[config.mk]
export PLATFORM = sky130hd
export DESIGN_NAME = argb_plane_rle_encoder_unit_flat
export DESIGN_NICKNAME = d
export VERILOG_FILES = /design/src/rtl/arle_pkg.sv /design/src/rtl/arle_if.sv /design/src/rtl/arle_ram.sv /design/src/rtl/arle_pack.sv /design/src/rtl/arle_dp.sv /design/src/rtl/arle_ctrl.sv /design/src/rtl/argb_plane_rle_encoder_unit.sv /design/src/flat_wrapper.sv
export SDC_FILE = /design/constraint.sdc
export NUM_CORES = 1
export LEC_CHECK = 0
export BUFFER_PORTS_ARGS = -buffer_cell sky130_fd_sc_hd__buf_2
export CORE_MARGIN = 8
export CORE_UTILIZATION = 51
export CTS_BUF_LIST = sky130_fd_sc_hd__clkbuf_8
export DETAILED_ROUTE_END_ITERATION = 8
export HOLD_SLACK_MARGIN = 0.1
export PLACE_DENSITY = 0.71
export SYNTH_ARGS = -nofsm -noshare
export SYNTH_HDL_FRONTEND = slang
export SYNTH_SLANG_ARGS = --single-unit
export TNS_END_PERCENT = 30
[constraint.sdc]
create_clock -name clk_i -period 15.29 [get_ports clk_i]
set_clock_uncertainty 0.2 [all_clocks]
set_input_delay 0.7645 -clock clk_i [delete_from_list [all_inputs] [get_ports clk_i]]
set_output_delay 0.7645 -clock clk_i [all_outputs]
set_load 0.03 [all_outputs]
[src/rtl/arle_pkg.sv]
// ----------------------------------------------------------------------------
// arle_pkg: shared types for the ARGB plane RLE encoder
// Command and status bundles between controller, datapath and byte packer.
// ----------------------------------------------------------------------------
package arle_pkg;

  localparam logic [7:0] REP_HDR_BASE = 8'h80;
  localparam logic [7:0] REP_MIN_LEN  = 8'd3;

  typedef enum logic [2:0] {
    DEC_NONE,
    DEC_REP_START,
    DEC_REP_INC,
    DEC_LIT_STORE,
    DEC_TRIPLE
  } dec_op_e;

  typedef enum logic [1:0] {
    SRC_LIT_HDR,
    SRC_LIT_BYTE,
    SRC_REP_HDR,
    SRC_REP_VAL
  } byte_src_e;

  typedef struct packed {
    logic      load;
    dec_op_e   dec_op;
    logic [1:0] di;
    logic      ptr_clr;
    logic      ptr_inc;
    logic      ram_re;
    byte_src_e src;
    logic      lit_clr;
    logic      rep_end;
    logic      shift;
    logic      clear_all;
  } dp_cmd_t;

  typedef struct packed {
    logic       mode;
    logic       rlen_zero;
    logic       b_eq_rv;
    logic       rep_full;
    logic       triple;
    logic       lit_full;
    logic       llen_zero;
    logic       lit_ptr_last;
    logic       rlen_ge3;
    logic       rep_ptr_last;
    logic       last;
    logic [1:0] fill;
  } dp_stat_t;

  typedef struct packed {
    logic push;
    logic flush;
    logic done;
  } pk_cmd_t;

  typedef struct packed {
    logic can_push;
    logic empty;
  } pk_stat_t;

endpackage

[src/rtl/arle_if.sv]
// ----------------------------------------------------------------------------
// arle_if: stream interfaces of the ARGB plane RLE encoder
// Input byte beats and packed output word beats, valid/ready handshake.
// ----------------------------------------------------------------------------
interface arle_in_if;
  logic       valid;
  logic       ready;
  logic [7:0] plane_byte;
  logic       plane_last;

  modport source (output valid, output plane_byte, output plane_last, input ready);
  modport sink   (input valid, input plane_byte, input plane_last, output ready);
endinterface

interface arle_out_if;
  logic        valid;
  logic        ready;
  logic [63:0] packed_bytes;
  logic [3:0]  byte_count;
  logic        plane_done;

  modport source (output valid, output packed_bytes, output byte_count, output plane_done,
                  input ready);
  modport sink   (input valid, input packed_bytes, input byte_count, input plane_done,
                  output ready);
endinterface

[src/rtl/arle_ram.sv]
// ----------------------------------------------------------------------------
// arle_ram: generic single-port-write, single-port-read RAM
// One write and one registered read per cycle.
// ----------------------------------------------------------------------------
module arle_ram #(
  parameter int WIDTH = 8,
  parameter int DEPTH = 128
) (
  input  logic                     clk_i,
  input  logic                     we_i,
  input  logic [$clog2(DEPTH)-1:0] waddr_i,
  input  logic [WIDTH-1:0]         wdata_i,
  input  logic                     re_i,
  input  logic [$clog2(DEPTH)-1:0] raddr_i,
  output logic [WIDTH-1:0]         rdata_o
);

  logic [WIDTH-1:0] mem_q [DEPTH];
  logic [WIDTH-1:0] rdata_q;

  always_ff @(posedge clk_i) begin
    if (we_i) begin
      mem_q[waddr_i] <= wdata_i;
    end
    if (re_i) begin
      rdata_q <= mem_q[raddr_i];
    end
  end

  assign rdata_o = rdata_q;

endmodule

[src/rtl/arle_pack.sv]
// ----------------------------------------------------------------------------
// arle_pack: byte packer and output register
// Collects encoded bytes eight to a word; a flush closes a partial word.
// ----------------------------------------------------------------------------
module arle_pack (
  input  logic              clk_i,
  input  logic              rst_ni,
  input  arle_pkg::pk_cmd_t cmd_i,
  input  logic [7:0]        byte_i,
  output arle_pkg::pk_stat_t stat_o,
  arle_out_if.source        word_o
);
  import arle_pkg::*;

  logic [63:0] acc_q, acc_d;
  logic [3:0]  cnt_q, cnt_d;
  logic        valid_q;
  logic [63:0] word_q;
  logic [3:0]  wcnt_q;
  logic        done_q;
  logic        out_free;
  logic        move;

  assign out_free = !valid_q || word_o.ready;
  assign move     = out_free && ((cmd_i.push && cnt_q == 4'd8) ||
                                 (cmd_i.flush && cnt_q != 4'd0));

  assign stat_o.can_push = (cnt_q != 4'd8) || out_free;
  assign stat_o.empty    = (cnt_q == 4'd0);

  always_comb begin
    logic [3:0] base;
    base  = move ? 4'd0 : cnt_q;
    acc_d = move ? 64'd0 : acc_q;
    cnt_d = base;
    if (cmd_i.push) begin
      acc_d[{base[2:0], 3'b000} +: 8] = byte_i;
      cnt_d = base + 4'd1;
    end
  end

  always_ff @(posedge clk_i or negedge rst_ni) begin
    if (!rst_ni) begin
      acc_q   <= '0;
      cnt_q   <= '0;
      valid_q <= 1'b0;
    end else begin
      acc_q <= acc_d;
      cnt_q <= cnt_d;
      if (move) begin
        valid_q <= 1'b1;
      end else if (word_o.ready) begin
        valid_q <= 1'b0;
      end
    end
  end

  always_ff @(posedge clk_i) begin
    if (move) begin
      word_q <= acc_q;
      wcnt_q <= cnt_q;
      done_q <= cmd_i.flush && cmd_i.done;
    end
  end

  assign word_o.valid        = valid_q;
  assign word_o.packed_bytes = word_q;
  assign word_o.byte_count   = wcnt_q;
  assign word_o.plane_done   = done_q;

`ifndef NO_ASSERTIONS
  a_cnt_range: assert property (@(posedge clk_i) disable iff (!rst_ni)
    cnt_q <= 4'd8)
    else $error("packer byte count out of range");
`endif

endmodule

[src/rtl/arle_dp.sv]
// ----------------------------------------------------------------------------
// arle_dp: encoder datapath
// Lookahead window, literal store, run counters and the emitted byte mux.
// ----------------------------------------------------------------------------
module arle_dp #(
  parameter int MAX_RUN = 128
) (
  input  logic               clk_i,
  input  logic               rst_ni,
  input  arle_pkg::dp_cmd_t  cmd_i,
  input  logic [7:0]         plane_byte_i,
  input  logic               plane_last_i,
  output arle_pkg::dp_stat_t stat_o,
  output logic [7:0]         push_byte_o
);
  import arle_pkg::*;

  localparam int AW = $clog2(MAX_RUN);
  localparam int LW = $clog2(MAX_RUN + 1);

  logic [7:0]    la_q [3];
  logic [1:0]    fill_q;
  logic          last_q;
  logic [LW-1:0] llen_q;
  logic [7:0]    rv_q;
  logic [LW-1:0] rlen_q;
  logic          mode_q;
  logic [AW-1:0] ptr_q;
  logic [7:0]    cur_byte;
  logic [7:0]    ram_rdata;
  logic [LW-1:0] ptr_p1;

  assign cur_byte = la_q[cmd_i.di];
  assign ptr_p1   = LW'(ptr_q) + LW'(1);

  assign stat_o.mode         = mode_q;
  assign stat_o.rlen_zero    = (rlen_q == '0);
  assign stat_o.b_eq_rv      = (cur_byte == rv_q);
  assign stat_o.rep_full     = (rlen_q + LW'(1)) >= LW'(MAX_RUN);
  assign stat_o.triple       = (fill_q == 2'd3) && (cmd_i.di == 2'd0) &&
                               (la_q[0] == la_q[1]) && (la_q[0] == la_q[2]);
  assign stat_o.lit_full     = (llen_q + LW'(1)) >= LW'(MAX_RUN);
  assign stat_o.llen_zero    = (llen_q == '0);
  assign stat_o.lit_ptr_last = (ptr_p1 == llen_q);
  assign stat_o.rlen_ge3     = (rlen_q >= LW'(3));
  assign stat_o.rep_ptr_last = (ptr_p1 == rlen_q);
  assign stat_o.last         = last_q;
  assign stat_o.fill         = fill_q;

  always_comb begin
    unique case (cmd_i.src)
      SRC_LIT_HDR:  push_byte_o = 8'(llen_q - LW'(1));
      SRC_LIT_BYTE: push_byte_o = ram_rdata;
      SRC_REP_HDR:  push_byte_o = stat_o.rlen_ge3 ? (REP_HDR_BASE + 8'(rlen_q) - REP_MIN_LEN)
                                                  : 8'(rlen_q - LW'(1));
      SRC_REP_VAL:  push_byte_o = rv_q;
      default:      push_byte_o = rv_q;
    endcase
  end

  arle_ram #(
    .WIDTH (8),
    .DEPTH (MAX_RUN)
  ) u_lit_ram (
    .clk_i   (clk_i),
    .we_i    (cmd_i.dec_op == DEC_LIT_STORE),
    .waddr_i (llen_q[AW-1:0]),
    .wdata_i (cur_byte),
    .re_i    (cmd_i.ram_re),
    .raddr_i (ptr_q),
    .rdata_o (ram_rdata)
  );

  always_ff @(posedge clk_i or negedge rst_ni) begin
    if (!rst_ni) begin
      la_q[0] <= '0;
      la_q[1] <= '0;
      la_q[2] <= '0;
      fill_q  <= '0;
      last_q  <= 1'b0;
      llen_q  <= '0;
      rv_q    <= '0;
      rlen_q  <= '0;
      mode_q  <= 1'b0;
      ptr_q   <= '0;
    end else begin
      if (cmd_i.load) begin
        la_q[fill_q] <= plane_byte_i;
        fill_q       <= fill_q + 2'd1;
        last_q       <= plane_last_i;
      end
      unique case (cmd_i.dec_op)
        DEC_NONE: ;
        DEC_REP_START: begin
          rv_q   <= cur_byte;
          rlen_q <= LW'(1);
        end
        DEC_REP_INC: rlen_q <= rlen_q + LW'(1);
        DEC_LIT_STORE: begin
          llen_q <= llen_q + LW'(1);
          if (stat_o.lit_full) begin
            mode_q <= 1'b1;
          end
        end
        DEC_TRIPLE: begin
          mode_q <= 1'b1;
          rv_q   <= cur_byte;
          rlen_q <= LW'(1);
        end
        default: ;
      endcase
      if (cmd_i.ptr_clr) begin
        ptr_q <= '0;
      end else if (cmd_i.ptr_inc) begin
        ptr_q <= ptr_q + AW'(1);
      end
      if (cmd_i.lit_clr) begin
        llen_q <= '0;
      end
      if (cmd_i.rep_end) begin
        rlen_q <= '0;
        mode_q <= 1'b0;
      end
      if (cmd_i.shift) begin
        la_q[0] <= la_q[1];
        la_q[1] <= la_q[2];
        fill_q  <= 2'd2;
      end
      if (cmd_i.clear_all) begin
        la_q[0] <= '0;
        la_q[1] <= '0;
        la_q[2] <= '0;
        fill_q  <= '0;
        last_q  <= 1'b0;
        llen_q  <= '0;
        rv_q    <= '0;
        rlen_q  <= '0;
        mode_q  <= 1'b0;
      end
    end
  end

endmodule

[src/rtl/arle_ctrl.sv]
// ----------------------------------------------------------------------------
// arle_ctrl: encoder controller
// Sequences byte decisions, run emission and the end-of-burst flush.
// ----------------------------------------------------------------------------
module arle_ctrl (
  input  logic                clk_i,
  input  logic                rst_ni,
  input  logic                in_valid_i,
  input  logic                in_last_i,
  output logic                in_ready_o,
  input  arle_pkg::dp_stat_t  dp_stat_i,
  input  arle_pkg::pk_stat_t  pk_stat_i,
  output arle_pkg::dp_cmd_t   dp_cmd_o,
  output arle_pkg::pk_cmd_t   pk_cmd_o
);
  import arle_pkg::*;

  localparam logic [3:0] ST_IDLE    = 4'd0;
  localparam logic [3:0] ST_DECIDE  = 4'd1;
  localparam logic [3:0] ST_LIT_HDR = 4'd2;
  localparam logic [3:0] ST_LIT_RD  = 4'd3;
  localparam logic [3:0] ST_LIT_WR  = 4'd4;
  localparam logic [3:0] ST_REP_HDR = 4'd5;
  localparam logic [3:0] ST_REP_VAL = 4'd6;
  localparam logic [3:0] ST_FINAL   = 4'd7;
  localparam logic [3:0] ST_FLUSH   = 4'd8;

  logic [3:0] state_q, state_d;
  logic [1:0] di_q, di_d;
  logic       redo_q, redo_d;
  logic       final_q, final_d;
  logic       dec_end;
  logic       emit_end;

  always_comb begin
    state_d    = state_q;
    di_d       = di_q;
    redo_d     = redo_q;
    final_d    = final_q;
    dp_cmd_o   = '0;
    dp_cmd_o.di = di_q;
    pk_cmd_o   = '0;
    pk_cmd_o.done = dp_stat_i.last;
    in_ready_o = 1'b0;
    dec_end    = 1'b0;
    emit_end   = 1'b0;

    unique case (state_q)
      ST_IDLE: begin
        in_ready_o = 1'b1;
        if (in_valid_i) begin
          dp_cmd_o.load = 1'b1;
          if (in_last_i || dp_stat_i.fill == 2'd2) begin
            state_d = ST_DECIDE;
            di_d    = 2'd0;
          end
        end
      end
      ST_DECIDE: begin
        if (dp_stat_i.mode) begin
          if (dp_stat_i.rlen_zero) begin
            dp_cmd_o.dec_op = DEC_REP_START;
            dec_end = 1'b1;
          end else if (dp_stat_i.b_eq_rv) begin
            dp_cmd_o.dec_op = DEC_REP_INC;
            if (dp_stat_i.rep_full) begin
              state_d = ST_REP_HDR;
            end else begin
              dec_end = 1'b1;
            end
          end else begin
            state_d = ST_REP_HDR;
            redo_d  = 1'b1;
          end
        end else if (dp_stat_i.triple) begin
          dp_cmd_o.dec_op = DEC_TRIPLE;
          state_d = ST_LIT_HDR;
        end else begin
          dp_cmd_o.dec_op = DEC_LIT_STORE;
          if (dp_stat_i.lit_full) begin
            state_d = ST_LIT_HDR;
          end else begin
            dec_end = 1'b1;
          end
        end
      end
      ST_LIT_HDR: begin
        dp_cmd_o.src = SRC_LIT_HDR;
        if (dp_stat_i.llen_zero) begin
          emit_end = 1'b1;
        end else if (pk_stat_i.can_push) begin
          pk_cmd_o.push    = 1'b1;
          dp_cmd_o.ptr_clr = 1'b1;
          state_d = ST_LIT_RD;
        end
      end
      ST_LIT_RD: begin
        dp_cmd_o.ram_re = 1'b1;
        state_d = ST_LIT_WR;
      end
      ST_LIT_WR: begin
        dp_cmd_o.src = SRC_LIT_BYTE;
        if (pk_stat_i.can_push) begin
          pk_cmd_o.push    = 1'b1;
          dp_cmd_o.ptr_inc = 1'b1;
          if (dp_stat_i.lit_ptr_last) begin
            dp_cmd_o.lit_clr = 1'b1;
            emit_end = 1'b1;
          end else begin
            state_d = ST_LIT_RD;
          end
        end
      end
      ST_REP_HDR: begin
        dp_cmd_o.src = SRC_REP_HDR;
        if (dp_stat_i.rlen_zero) begin
          dp_cmd_o.rep_end = 1'b1;
          emit_end = 1'b1;
        end else if (pk_stat_i.can_push) begin
          pk_cmd_o.push    = 1'b1;
          dp_cmd_o.ptr_clr = 1'b1;
          state_d = ST_REP_VAL;
        end
      end
      ST_REP_VAL: begin
        dp_cmd_o.src = SRC_REP_VAL;
        if (pk_stat_i.can_push) begin
          pk_cmd_o.push    = 1'b1;
          dp_cmd_o.ptr_inc = 1'b1;
          if (dp_stat_i.rlen_ge3 || dp_stat_i.rep_ptr_last) begin
            dp_cmd_o.rep_end = 1'b1;
            emit_end = 1'b1;
          end
        end
      end
      ST_FINAL: begin
        final_d = 1'b1;
        state_d = dp_stat_i.mode ? ST_REP_HDR : ST_LIT_HDR;
      end
      ST_FLUSH: begin
        if (!pk_stat_i.empty) begin
          pk_cmd_o.flush = 1'b1;
        end else begin
          if (dp_stat_i.last) begin
            dp_cmd_o.clear_all = 1'b1;
          end else begin
            dp_cmd_o.shift = 1'b1;
          end
          final_d = 1'b0;
          state_d = ST_IDLE;
        end
      end
      default: state_d = ST_IDLE;
    endcase

    if (emit_end && final_q) begin
      state_d = ST_FLUSH;
    end else if (emit_end && redo_q) begin
      redo_d  = 1'b0;
      state_d = ST_DECIDE;
    end else if (dec_end || emit_end) begin
      if (!dp_stat_i.last) begin
        if (dec_end && pk_stat_i.empty) begin
          dp_cmd_o.shift = 1'b1;
          state_d = ST_IDLE;
        end else begin
          state_d = ST_FLUSH;
        end
      end else if ((3'(di_q) + 3'd1) < 3'(dp_stat_i.fill)) begin
        di_d    = di_q + 2'd1;
        state_d = ST_DECIDE;
      end else begin
        state_d = ST_FINAL;
      end
    end
  end

  always_ff @(posedge clk_i or negedge rst_ni) begin
    if (!rst_ni) begin
      state_q <= ST_IDLE;
      di_q    <= '0;
      redo_q  <= 1'b0;
      final_q <= 1'b0;
    end else begin
      state_q <= state_d;
      di_q    <= di_d;
      redo_q  <= redo_d;
      final_q <= final_d;
    end
  end

`ifndef NO_ASSERTIONS
  a_push_ok: assert property (@(posedge clk_i) disable iff (!rst_ni)
    pk_cmd_o.push |-> pk_stat_i.can_push)
    else $error("byte pushed into a full packer");

  a_idle_empty: assert property (@(posedge clk_i) disable iff (!rst_ni)
    in_ready_o |-> pk_stat_i.empty)
    else $error("new beat taken with bytes left in the packer");

  a_rd_before_wr: assert property (@(posedge clk_i) disable iff (!rst_ni)
    (state_q == ST_LIT_WR) |-> $past(state_q == ST_LIT_RD || state_q == ST_LIT_WR))
    else $error("literal byte written without a store read");
`endif

endmodule

[src/rtl/argb_plane_rle_encoder_unit.sv]
// ----------------------------------------------------------------------------
// argb_plane_rle_encoder_unit: PackBits-style run-length encoder, one plane
// A byte that closes no run is taken directly while the two-byte lookahead fills,
//   otherwise it is accepted and then passes through a decision state.
// A closed literal emits its header and then one literal store read per byte,
//   a repeat its header and its value, and a flush closes the last partial word.
// Reset clears all control and run state; the literal store is not cleared.
// ----------------------------------------------------------------------------
module argb_plane_rle_encoder_unit #(
  parameter int MAX_RUN = 128
) (
  input  logic        clk_i,
  input  logic        rst_ni,
  arle_in_if.sink     plane_i,
  arle_out_if.source  packed_o
);
  import arle_pkg::*;

  dp_cmd_t    dp_cmd;
  dp_stat_t   dp_stat;
  pk_cmd_t    pk_cmd;
  pk_stat_t   pk_stat;
  logic [7:0] push_byte;
  logic       in_ready;

  assign plane_i.ready = in_ready;

  arle_ctrl u_ctrl (
    .clk_i      (clk_i),
    .rst_ni     (rst_ni),
    .in_valid_i (plane_i.valid),
    .in_last_i  (plane_i.plane_last),
    .in_ready_o (in_ready),
    .dp_stat_i  (dp_stat),
    .pk_stat_i  (pk_stat),
    .dp_cmd_o   (dp_cmd),
    .pk_cmd_o   (pk_cmd)
  );

  arle_dp #(
    .MAX_RUN (MAX_RUN)
  ) u_dp (
    .clk_i        (clk_i),
    .rst_ni       (rst_ni),
    .cmd_i        (dp_cmd),
    .plane_byte_i (plane_i.plane_byte),
    .plane_last_i (plane_i.plane_last),
    .stat_o       (dp_stat),
    .push_byte_o  (push_byte)
  );

  arle_pack u_pack (
    .clk_i  (clk_i),
    .rst_ni (rst_ni),
    .cmd_i  (pk_cmd),
    .byte_i (push_byte),
    .stat_o (pk_stat),
    .word_o (packed_o)
  );

endmodule
[src/flat_wrapper.sv]
// flat-port wrapper written by rule: the top's interface ports become plain ports
module argb_plane_rle_encoder_unit_flat import arle_pkg::*;
#(
  parameter int MAX_RUN = 128
)
  (clk_i, rst_ni, plane_i_valid, plane_i_plane_byte, plane_i_plane_last, plane_i_ready, packed_o_valid, packed_o_packed_bytes, packed_o_byte_count, packed_o_plane_done, packed_o_ready);
  arle_in_if plane_i_i ();
  arle_out_if packed_o_i ();
  input  logic clk_i;
  input  logic rst_ni;
  input wire logic [$bits(plane_i_i.valid)-1:0] plane_i_valid;
  input wire logic [$bits(plane_i_i.plane_byte)-1:0] plane_i_plane_byte;
  input wire logic [$bits(plane_i_i.plane_last)-1:0] plane_i_plane_last;
  output wire logic [$bits(plane_i_i.ready)-1:0] plane_i_ready;
  output wire logic [$bits(packed_o_i.valid)-1:0] packed_o_valid;
  output wire logic [$bits(packed_o_i.packed_bytes)-1:0] packed_o_packed_bytes;
  output wire logic [$bits(packed_o_i.byte_count)-1:0] packed_o_byte_count;
  output wire logic [$bits(packed_o_i.plane_done)-1:0] packed_o_plane_done;
  input wire logic [$bits(packed_o_i.ready)-1:0] packed_o_ready;
  assign plane_i_i.valid = plane_i_valid;
  assign plane_i_i.plane_byte = plane_i_plane_byte;
  assign plane_i_i.plane_last = plane_i_plane_last;
  assign plane_i_ready = plane_i_i.ready;
  assign packed_o_valid = packed_o_i.valid;
  assign packed_o_packed_bytes = packed_o_i.packed_bytes;
  assign packed_o_byte_count = packed_o_i.byte_count;
  assign packed_o_plane_done = packed_o_i.plane_done;
  assign packed_o_i.ready = packed_o_ready;
  argb_plane_rle_encoder_unit #(.MAX_RUN(MAX_RUN)) u_core (.clk_i(clk_i), .rst_ni(rst_ni), .plane_i(plane_i_i), .packed_o(packed_o_i));
endmodule
==> metrics.md, run 1 <==
| Metric | Value |
|---|---|
| Status | `complete, no violations` |
| Num rows | `114` |
| #FFs+latches synth | `1237` |
| Async SR Flop Fraction | `10.99%` |
| Number of global-route vias before repair | `26740` |
| Final Max Slew Viols | `0` |
| Number of remaining DRC errors | `0` |
| Reg2Reg Launch Point | `u_core.u_ctrl.di_q[1]` |
| Worst hold path class | `register to register` |
| Reg2reg path depth | `9` |
| Reg2reg end | `u_core.u_dp.u_lit_ram.mem_q[126][7]` |
| Total Routing Usage GR | `21.41%` |
| Mapped Area | `0.04993 sq mm` |
| Full die area | `0.1082 sq mm` |
| Hold Slack | `0.2361 ns` |
| Nets | `2830` |
| Post-place instance area | `0.05179 sq mm` |
| Detailed-route wire length per cell | `27.27 um` |
| Setup crit start kind | `register` |
| CP arrival | `5.78 ns` |
| RSZ-0062 raised after global routing | `no` |
| Synth top cells by count | `1101 x edfxtp_1, 336 x mux4_2, 184 x nor2_1` |
| Rel. slew slack | `13.75%` |
| Fin crit share | `36.30%` |
| Skew-Pair Late Insertion Delay | `0.87 ns` |
| Mapped Nets | `2655` |
| Final Instance Area | `0.05564 sq mm` |
| R2r setup slk | `9.74 ns` |
| Antenna violations before repair | `1` |
| Max Clk Rate | `180.2 MHz` |
| Synth Flop Type | `edfxtp_1` |
| Yosys top cell area share | `66.22%` |
| Hold Vio Cnt, Final | `0` |
| Pin slew with the least headroom to its limit | `1.289 ns` |
| Multi-input combinational cell area | `0.01284 sq mm` |
| Grt ovf | `0` |
| CP max FO | `16` |
| CORE AREA | `0.09685 sq mm` |
| First-pass GRT wire length | `172.1 mm` |
| Die Width | `328.9 um` |
| Cell area power density | `177.4 mW/mm^2` |
| Reg area | `0.03648 sq mm` |
| Synth warn | `0` |
| Vias | `26340` |
| CTS tree | `yes` |
| CP endpoint kind | `register` |
| Sink Count | `1237` |
| Final wirelength | `115.6 mm` |
| Largest cells by area after synthesis | `edfxtp_1 66%, mux4_2 15%, dfrtp_1 6.8%, nor2_1 1.4%, nand3_1 0.95%` |
| Data required, critical path | `15.52 ns` |
| Number of synthesized flops with an enable pin | `1101` |
| Hold worst-path end | `u_core.u_pack.word_o.packed_bytes[4]` |
| Drt pass-1 iters | `6` |
| Max-Cap Viols | `0` |
| Syn Area/Cell | `19.01 sq um` |
| Die Span Y | `328.9 um` |
| Leak pwr | `18.33 nW` |
| Cell depth of the worst min-delay path | `0` |
| Area growth from synthesis to layout | `11.44%` |
| CTS Buf Count | `196` |
| GP Congestion | `0.8797` |
| Yosys cell types | `75` |
| Top-count cell post-synth | `edfxtp_1` |
| Setup TNS | `0 ns` |
| Final worst path period need | `5.551 ns` |
| DRT antenna net count | `0` |
| Final setup vio count | `0` |
| # IOs | `84` |
| Port bufs | `83` |
| Seq/Total Area, Yosys | `73.03%` |
| Largest net degree at the start of global routing | `174` |
| Max VDD drop | `0.1491 mV` |
| Synthesized instance count | `2626` |
| Area leader, netlist | `edfxtp_1` |
| Vias per cell | `6.213` |
| Fraction of layout cells with a size suffix above 1 | `25.89%` |
| Root Driver | `clkbuf_8` |
| CTS H-tree depth | `4` |
| Initial DRC Count | `3272` |
| Worst-case clock buffer depth | `3` |
| Setup CP Type | `register to register` |
| Hold Startpoint | `u_core.u_pack.acc_q[4]` |
| DP HPWL | `68.68 mm` |
| Starting Density | `51.55%` |
| Layout filler cell count | `7032` |
| Clk slew on worst S/H paths | `0.06 ns` |
[kinds of logic (layout without fill, tap and decap cells)]
logic type | after synthesis | count (layout) | share of synthesized area (%)
adder cells (fa/ha/maj) | 16 | 16 | 0.4160
buffers and inverters | 193 | 529 | 1.504
XOR/XNOR | 49 | 49 | 0.8595
AND/OR/NAND/NOR | 517 | 517 | 4.891
AO/OA/AOI/OAI | 230 | 230 | 3.140
flip-flops | 1237 | 1237 | 73.03
multiplexers | 384 | 384 | 16.16
other | 0 | 2 | 0
[metrics by stage]
stage / util, % / power (mW) / instances / setup WS, ns
floorplan: - / 6.512 / 2626 / 9.730
global placement: 53.47 / 7.168 / 3868 / 9.787
detailed placement: 53.47 / 7.261 / 3868 / 9.753
CTS: 57.45 / 9.932 / 4238 / 9.707
global route: 57.45 / 10.27 / 4240 / 9.475
finish: 57.45 / 9.874 / 4240 / 9.739
[where the power goes]
| group | internal [mW] | switching [mW] |
|---|---|---|
| logic | 1.04 | 1.64 |
| clock network | 1.38 | 1.30 |
| registers | 4.29 | 0.235 |
| total | 6.71 | 3.17 |
[timing repair]
| action | 4_1_cts | 5_1_grt |
|---|---|---|
| hold buffers | 11 | 0 |
| resized for setup | 0 | 0 |
| endpoints found under the hold margin | 84 | 0 |
| buffers inserted | 0 | 0 |
[registers in the layout, indices dropped and copies added, names as in the netlist, 2 cells and up]
signal                             cells
u_core.u_dp.fill_q                     2
u_core.u_dp.la_q                      24
u_core.u_dp.llen_q                     8
u_core.u_pack.word_o.packed_bytes     64
u_core.u_dp.u_lit_ram.mem_q         1024
u_core.u_pack.word_o.byte_count        4
u_core.u_pack.acc_q                   64
u_core.u_pack.cnt_q                    4
u_core.u_ctrl.di_q                     2
u_core.u_ctrl.state_q                  4
u_core.u_dp.ptr_q                      7
u_core.u_dp.rv_q                       8
u_core.u_dp.rlen_q                     8
u_core.u_dp.u_lit_ram.rdata_o          8
[routing by layer]
layer | wire length, um | global-route usage [%] | vias up
met5 | 0 | 0 | -
met4 | 2915 | 7.006 | 0
met3 | 11380 | 4.957 | 216
met2 | 56570 | 34.35 | 1405
met1 | 44750 | 29.24 | 13690
li1 | - | - | 11030
[area by class of cell]
class | instances | area share [%]
antenna | 2 | 0.008994
clock buffer | 200 | 4.947
clock inverter | 159 | 1.772
inverter | 39 | 0.2631
multi-input combinational | 1196 | 23.08
sequential | 1237 | 65.56
tap | 1276 | 2.869
timing repair buffer | 131 | 1.500
[worst max path at each step]
| stage | startpoint | endpoint | slack (ns) | depth (start not counted) |
|---|---|---|---|---|
| final | u_core.u_ctrl.di_q[1] | u_core.u_dp.u_lit_ram.mem_q[126][7] | 9.74 | 9 |
| after global routing | u_core.u_dp.ptr_q[0] | u_core.u_dp.u_lit_ram.rdata_o[5] | 9.47 | 6 |
| after CTS | u_core.u_dp.ptr_q[0] | u_core.u_dp.u_lit_ram.rdata_o[1] | 9.71 | 6 |
| after detailed placement | u_core.u_dp.ptr_q[0] | u_core.u_dp.u_lit_ram.rdata_o[1] | 9.75 | 6 |
| after global placement | u_core.u_dp.ptr_q[0] | u_core.u_dp.u_lit_ram.rdata_o[1] | 9.79 | 6 |
| after floorplan | u_core.u_ctrl.di_q[0] | u_core.u_dp.u_lit_ram.mem_q[0][3] | 9.73 | 4 |
[layout by cell type (no fill, tap or decap), types with 14 or more instances in the layout]
| master | count |
|---|---|
| edfxtp_1 | 1101 |
| mux4_2 | 336 |
| clkbuf_8 | 200 |
| nor2_1 | 184 |
| dfrtp_1 | 132 |
| nand2_1 | 105 |
| inv_1 | 101 |
| nand3_1 | 92 |
| buf_2 | 82 |
| o21ai_0 | 62 |
| clkinv_1 | 50 |
| buf_4 | 35 |
| mux2i_1 | 32 |
| a21oi_1 | 31 |
| xor2_1 | 26 |
| xnor2_1 | 23 |
| nand2b_1 | 22 |
| nor3_1 | 21 |
| clkinv_2 | 21 |
| and3_1 | 19 |
| mux2_2 | 16 |
| ha_1 | 15 |
| o22ai_1 | 14 |
| o31ai_1 | 14 |
[critical path, stage by stage (launching register included)]
cell      delay (ns)
dfrtp_1         0.80
inv_1           0.19
ha_1            0.24
and3b_1         0.18
o221ai_1        0.07
nor4_1          0.11
buf_4           0.18
nor4_1          0.92
nand3_2         0.93
nor2_1          1.31
No activity file was read; power rests on OpenSTA's default activity.
==> run 2: changes to the inputs <==
ABC_AREA = 1   (was unset)
clock period = 5.17 ns   (was 15.29 ns; I/O delays follow)
==> run 2 against run 1 <==
Net effect:
- maximum frequency up 35%
- largest cell class unchanged
- final cell count up 39%
- utilization down 0.75 points
- area after synthesis up 1.9%
- critical endpoint is now u_core.u_pack.acc_q[21]
==> metrics.md, run 2 <==
| Metric | Value |
|---|---|
| Status | `complete, no violations (unchanged)` |
| Slowest stage delay, CP | `0.55 ns (was 1.31 ns)` |
| Die Width | `331.9 um (was 328.9 um)` |
| Cell area power density | `573.1 mW/mm^2 (was 177.4 mW/mm^2)` |
| Full die area | `0.1102 sq mm (was 0.1082 sq mm)` |
| Post-Place Setup Slack | `1.158 ns (was 9.753 ns)` |
| Area leader, netlist | `edfxtp_1 (unchanged)` |
| CP endpoint kind | `register (unchanged)` |
| Adder-cell share of the synthesized area | `0.4081% (was 0.4160%)` |
| Die Span Y | `331.9 um (was 328.9 um)` |
| Largest register FFs | `1024 (unchanged)` |
| Port bufs | `83 (unchanged)` |
| Reg2reg end | `u_core.u_pack.acc_q[21] (was u_core.u_dp.u_lit_ram.mem_q[126][7])` |
| Initial DRC Count | `4103 (was 3272)` |
| Starting Density | `51.12% (was 51.55%)` |
| DP HPWL | `77.87 mm (was 68.68 mm)` |
| Sink Count | `1237 (unchanged)` |
| Worst-case clock buffer depth | `3 (unchanged)` |
| Post-Synth Simple-Gate Area | `12.16% (was 4.891%)` |
| Mux contribution to synthesized area | `0% (was 16.16%)` |
| Final wirelength | `133.7 mm (was 115.6 mm)` |
| Skew-Pair Late Insertion Delay | `0.90 ns (was 0.87 ns)` |
| CTS H-tree depth | `4 (unchanged)` |
| Worst Setup SP | `u_core.u_dp.llen_q[1] (was u_core.u_ctrl.di_q[1])` |
| Total Routing Usage GR | `23.44% (was 21.41%)` |
| Synth top cells by count | `1101 x edfxtp_1, 866 x nor2_1, 693 x o21ai_0 (was 1101 x edfxtp_1, 336 x mux4_2, 184 x nor2_1)` |
| CP max FO | `28 (was 16)` |
| Syn Area/Cell | `11.81 sq um (was 19.01 sq um)` |
| GP Congestion | `0.9326 (was 0.8797)` |
| CP arrival | `4.71 ns (was 5.78 ns)` |
| CTS Buf Count | `190 (was 196)` |
| Reg2reg path depth | `17 (was 9)` |
| Most frequent cells in the layout | `1101 x edfxtp_1, 866 x nor2_1, 693 x o21ai_0, 405 x nand2_1, 284 x o22ai_1 (was 1101 x edfxtp_1, 336 x mux4_2, 200 x clkbuf_8, 184 x nor2_1, 132 x dfrtp_1)` |
| Hold Vio Cnt, Final | `0 (unchanged)` |
| R2r setup slk | `1.06 ns (was 9.74 ns)` |
| Number of global-route vias before repair | `33910 (was 26740)` |
| Worst hold path class | `input port to register (was register to register)` |
| Biggest register | `u_core.u_dp.u_lit_ram.mem_q (unchanged)` |
| Vias per cell | `5.993 (was 6.213)` |
| Top-count cell post-synth | `edfxtp_1 (unchanged)` |
| Final Max Slew Viols | `0 (unchanged)` |
| First-pass GRT wire length | `202.7 mm (was 172.1 mm)` |
| Number of remaining DRC errors | `0 (unchanged)` |
| Mapped Nets | `4340 (was 2655)` |
| Root Driver | `clkbuf_8 (unchanged)` |
| Area growth from synthesis to layout | `10.92% (was 11.44%)` |
| CORE AREA | `0.09957 sq mm (was 0.09685 sq mm)` |
| Async SR Flop Fraction | `10.99% (unchanged)` |
| Drt pass-1 iters | `6 (unchanged)` |
| Data required, critical path | `5.76 ns (was 15.52 ns)` |
| Synth Flop Type | `edfxtp_1 (unchanged)` |
| Pin slew with the least headroom to its limit | `1.296 ns (was 1.289 ns)` |
| Synth Area in Compound Gates | `12.41% (was 3.140%)` |
| Vias | `35230 (was 26340)` |
| DRT antenna net count | `0 (unchanged)` |
| Final worst path period need | `4.115 ns (was 5.551 ns)` |
| Post-Synth XOR/XNOR Area | `0.2409% (was 0.8595%)` |
| Leak pwr | `19.80 nW (was 18.33 nW)` |
| Largest net degree at the start of global routing | `153 (was 174)` |
| RSZ-0062 raised after global routing | `no (unchanged)` |
| Yosys cell types | `53 (was 75)` |
| Post-CTS Resized | `0 (unchanged)` |
| CTS tree | `yes (unchanged)` |
| Largest cells by area after synthesis | `edfxtp_1 65%, o21ai_0 6.8%, dfrtp_1 6.7%, nor2_1 6.4%, o22ai_1 3.5% (was edfxtp_1 66%, mux4_2 15%, dfrtp_1 6.8%, nor2_1 1.4%, nand3_1 0.95%)` |
| Rel. slew slack | `12.53% (was 13.75%)` |
| # hold bufs at CTS | `38 (was 11)` |
| Worst-path cell chain | `inv_1 > ha_1 > nand2_1 > nor2_2 > nand3_2 > nand3_2 > nand2_2 > nor2_8 > o21ai_2 > nand2_4 > nand2_1 > ha_1 > ha_1 > nand2_1 > nor3_4 > nand3_1 > o21ai_1 (was inv_1 > ha_1 > and3b_1 > o221ai_1 > nor4_1 > buf_4 > nor4_1 > nand3_2 > nor2_1)` |
| Post-CTS setup buffer count | `0 (unchanged)` |
| Fin crit share | `79.58% (was 36.30%)` |
| Setup CP Type | `register to register (unchanged)` |
| Final setup vio count | `0 (unchanged)` |
| Synthesized instance count | `4311 (was 2626)` |
| Num rows | `116 (was 114)` |
| #FFs+latches synth | `1237 (unchanged)` |
| Detailed-route wire length per cell | `22.75 um (was 27.27 um)` |
| Clk slew on worst S/H paths | `0.07 ns (was 0.06 ns)` |
| Synth warn | `0 (unchanged)` |
| Seq/Total Area, Yosys | `71.64% (was 73.03%)` |
| Setup TNS | `0 ns (unchanged)` |
| Fraction of layout cells with a size suffix above 1 | `9.961% (was 25.89%)` |
| Nets | `4456 (was 2830)` |
| Slowest CP cell | `nor3_4 (was nor2_1)` |
| Mapped Area | `0.05090 sq mm (was 0.04993 sq mm)` |
| Critical Path End | `u_core.u_pack.acc_q[21] (was u_core.u_dp.u_lit_ram.mem_q[126][7])` |
| Antenna violations before repair | `1 (unchanged)` |
| Setup ws final | `1.055 ns (was 9.739 ns)` |
| Reg2Reg Launch Point | `u_core.u_dp.llen_q[1] (was u_core.u_ctrl.di_q[1])` |
| Max VDD drop | `0.3422 mV (was 0.1491 mV)` |
| Number of synthesized flops with an enable pin | `1101 (unchanged)` |
| Largest family of logic cells by synthesized area | `compound AO/OA/AOI/OAI gates (was multiplexers)` |
| # IOs | `84 (unchanged)` |
| Yosys top cell area share | `64.96% (was 66.22%)` |
| Max-Cap Viols | `0 (unchanged)` |
| Max Clk Rate | `243.0 MHz (was 180.2 MHz)` |
| Grt ovf | `0 (unchanged)` |
| Setup crit start kind | `register (unchanged)` |
| Commonest non-fill, non-tap cell in the layout | `edfxtp_1 (unchanged)` |
-- run 2: cell types whose count changed after synthesis, sizes merged, moves of 100 or more --
cell	previous run	this run
inv	39	139
nor2	184	881
mux4	336	0
o22ai	22	284
nand2	105	424
clkbuf	104	217
o21ai	76	716
-- run 2: per-stage QoR --
| step | area (sq um) | power (mW) | util, % | hold slack (ns) | cells |
|---|---|---|---|---|---|
| after floorplan | 50900 | 20.75 | - | -0.2371 | 4311 |
| after global placement | 52530 | 24.48 | 52.76 | 0.2210 | 5495 |
| after detailed placement | 52530 | 24.71 | 52.76 | 0.2269 | 5495 |
| after CTS | 56450 | 32.26 | 56.70 | 0.1055 | 5876 |
| after global routing | 56450 | 33.78 | 56.70 | 0.1945 | 5877 |
| final | 56460 | 32.36 | 56.70 | 0.1717 | 5878 |
-- run 2: cell type report --
| cell class | instances | area [sq um] |
|---|---|---|
| Sequential cell | 1237 | 36480 |
| Inverter | 144 | 555.5 |
| Tap cell | 1298 | 1624 |
| Multi-Input combinational cell | 2669 | 12900 |
| Clock buffer | 197 | 2711 |
| Fill cell | 8022 | 43110 |
| Clock inverter | 146 | 807.0 |
| Antenna cell | 2 | 5.005 |
| Timing Repair Buffer | 185 | 1375 |
-- run 2: cell families after synthesis --
group | Yosys count
compound gates | 1127
buf+inv | 405
flops | 1237
fa+ha+maj | 16
simple gates | 1512
xor+xnor | 14
-- run 2: power breakdown --
part	internal, mW	leakage (nW)	switching, mW
Sequential	13.2	11.8	0.602
Combinational	2.60	5.93	8.34
Clock	3.80	2.04	3.77
Total	19.6	19.8	12.7
-- run 2: how the worst min path moves through the flow --
stage	startpoint	endpoint	slack (ns)	depth (start not counted)
floorplan	rst_ni	u_core.u_ctrl.di_q[0]	-0.24	0
global placement	rst_ni	u_core.u_pack.acc_q[12]	0.22	1
detailed placement	rst_ni	u_core.u_pack.acc_q[9]	0.23	1
CTS	plane_i_plane_byte[0]	u_core.u_dp.la_q[16]	0.11	6
global route	plane_i_plane_byte[0]	u_core.u_dp.la_q[8]	0.19	6
finish	plane_i_plane_byte[0]	u_core.u_dp.la_q[16]	0.17	6
-- run 2: per-layer routing --
layer	up-vias	GRT usage (%)	wire length, um	share of wire (%)
met2	1879	37.18	62690	47
li1	15900	-	-	-
met4	0	10.08	5050	3.8
met3	313	5.224	13210	9.9
met5	-	0	0	0
met1	17140	31.24	52790	39
-- run 2: worst max-delay path, delay by kind of cell, from the launching register on --
| kind | cells | cell delay, ns |
|---|---|---|
| AND/OR/NAND/NOR | 11 | 2.07 |
| adder cells (fa/ha/maj) | 3 | 0.91 |
| flip-flops | 1 | 0.48 |
| AO/OA/AOI/OAI | 2 | 0.20 |
| buffers and inverters | 1 | 0.16 |
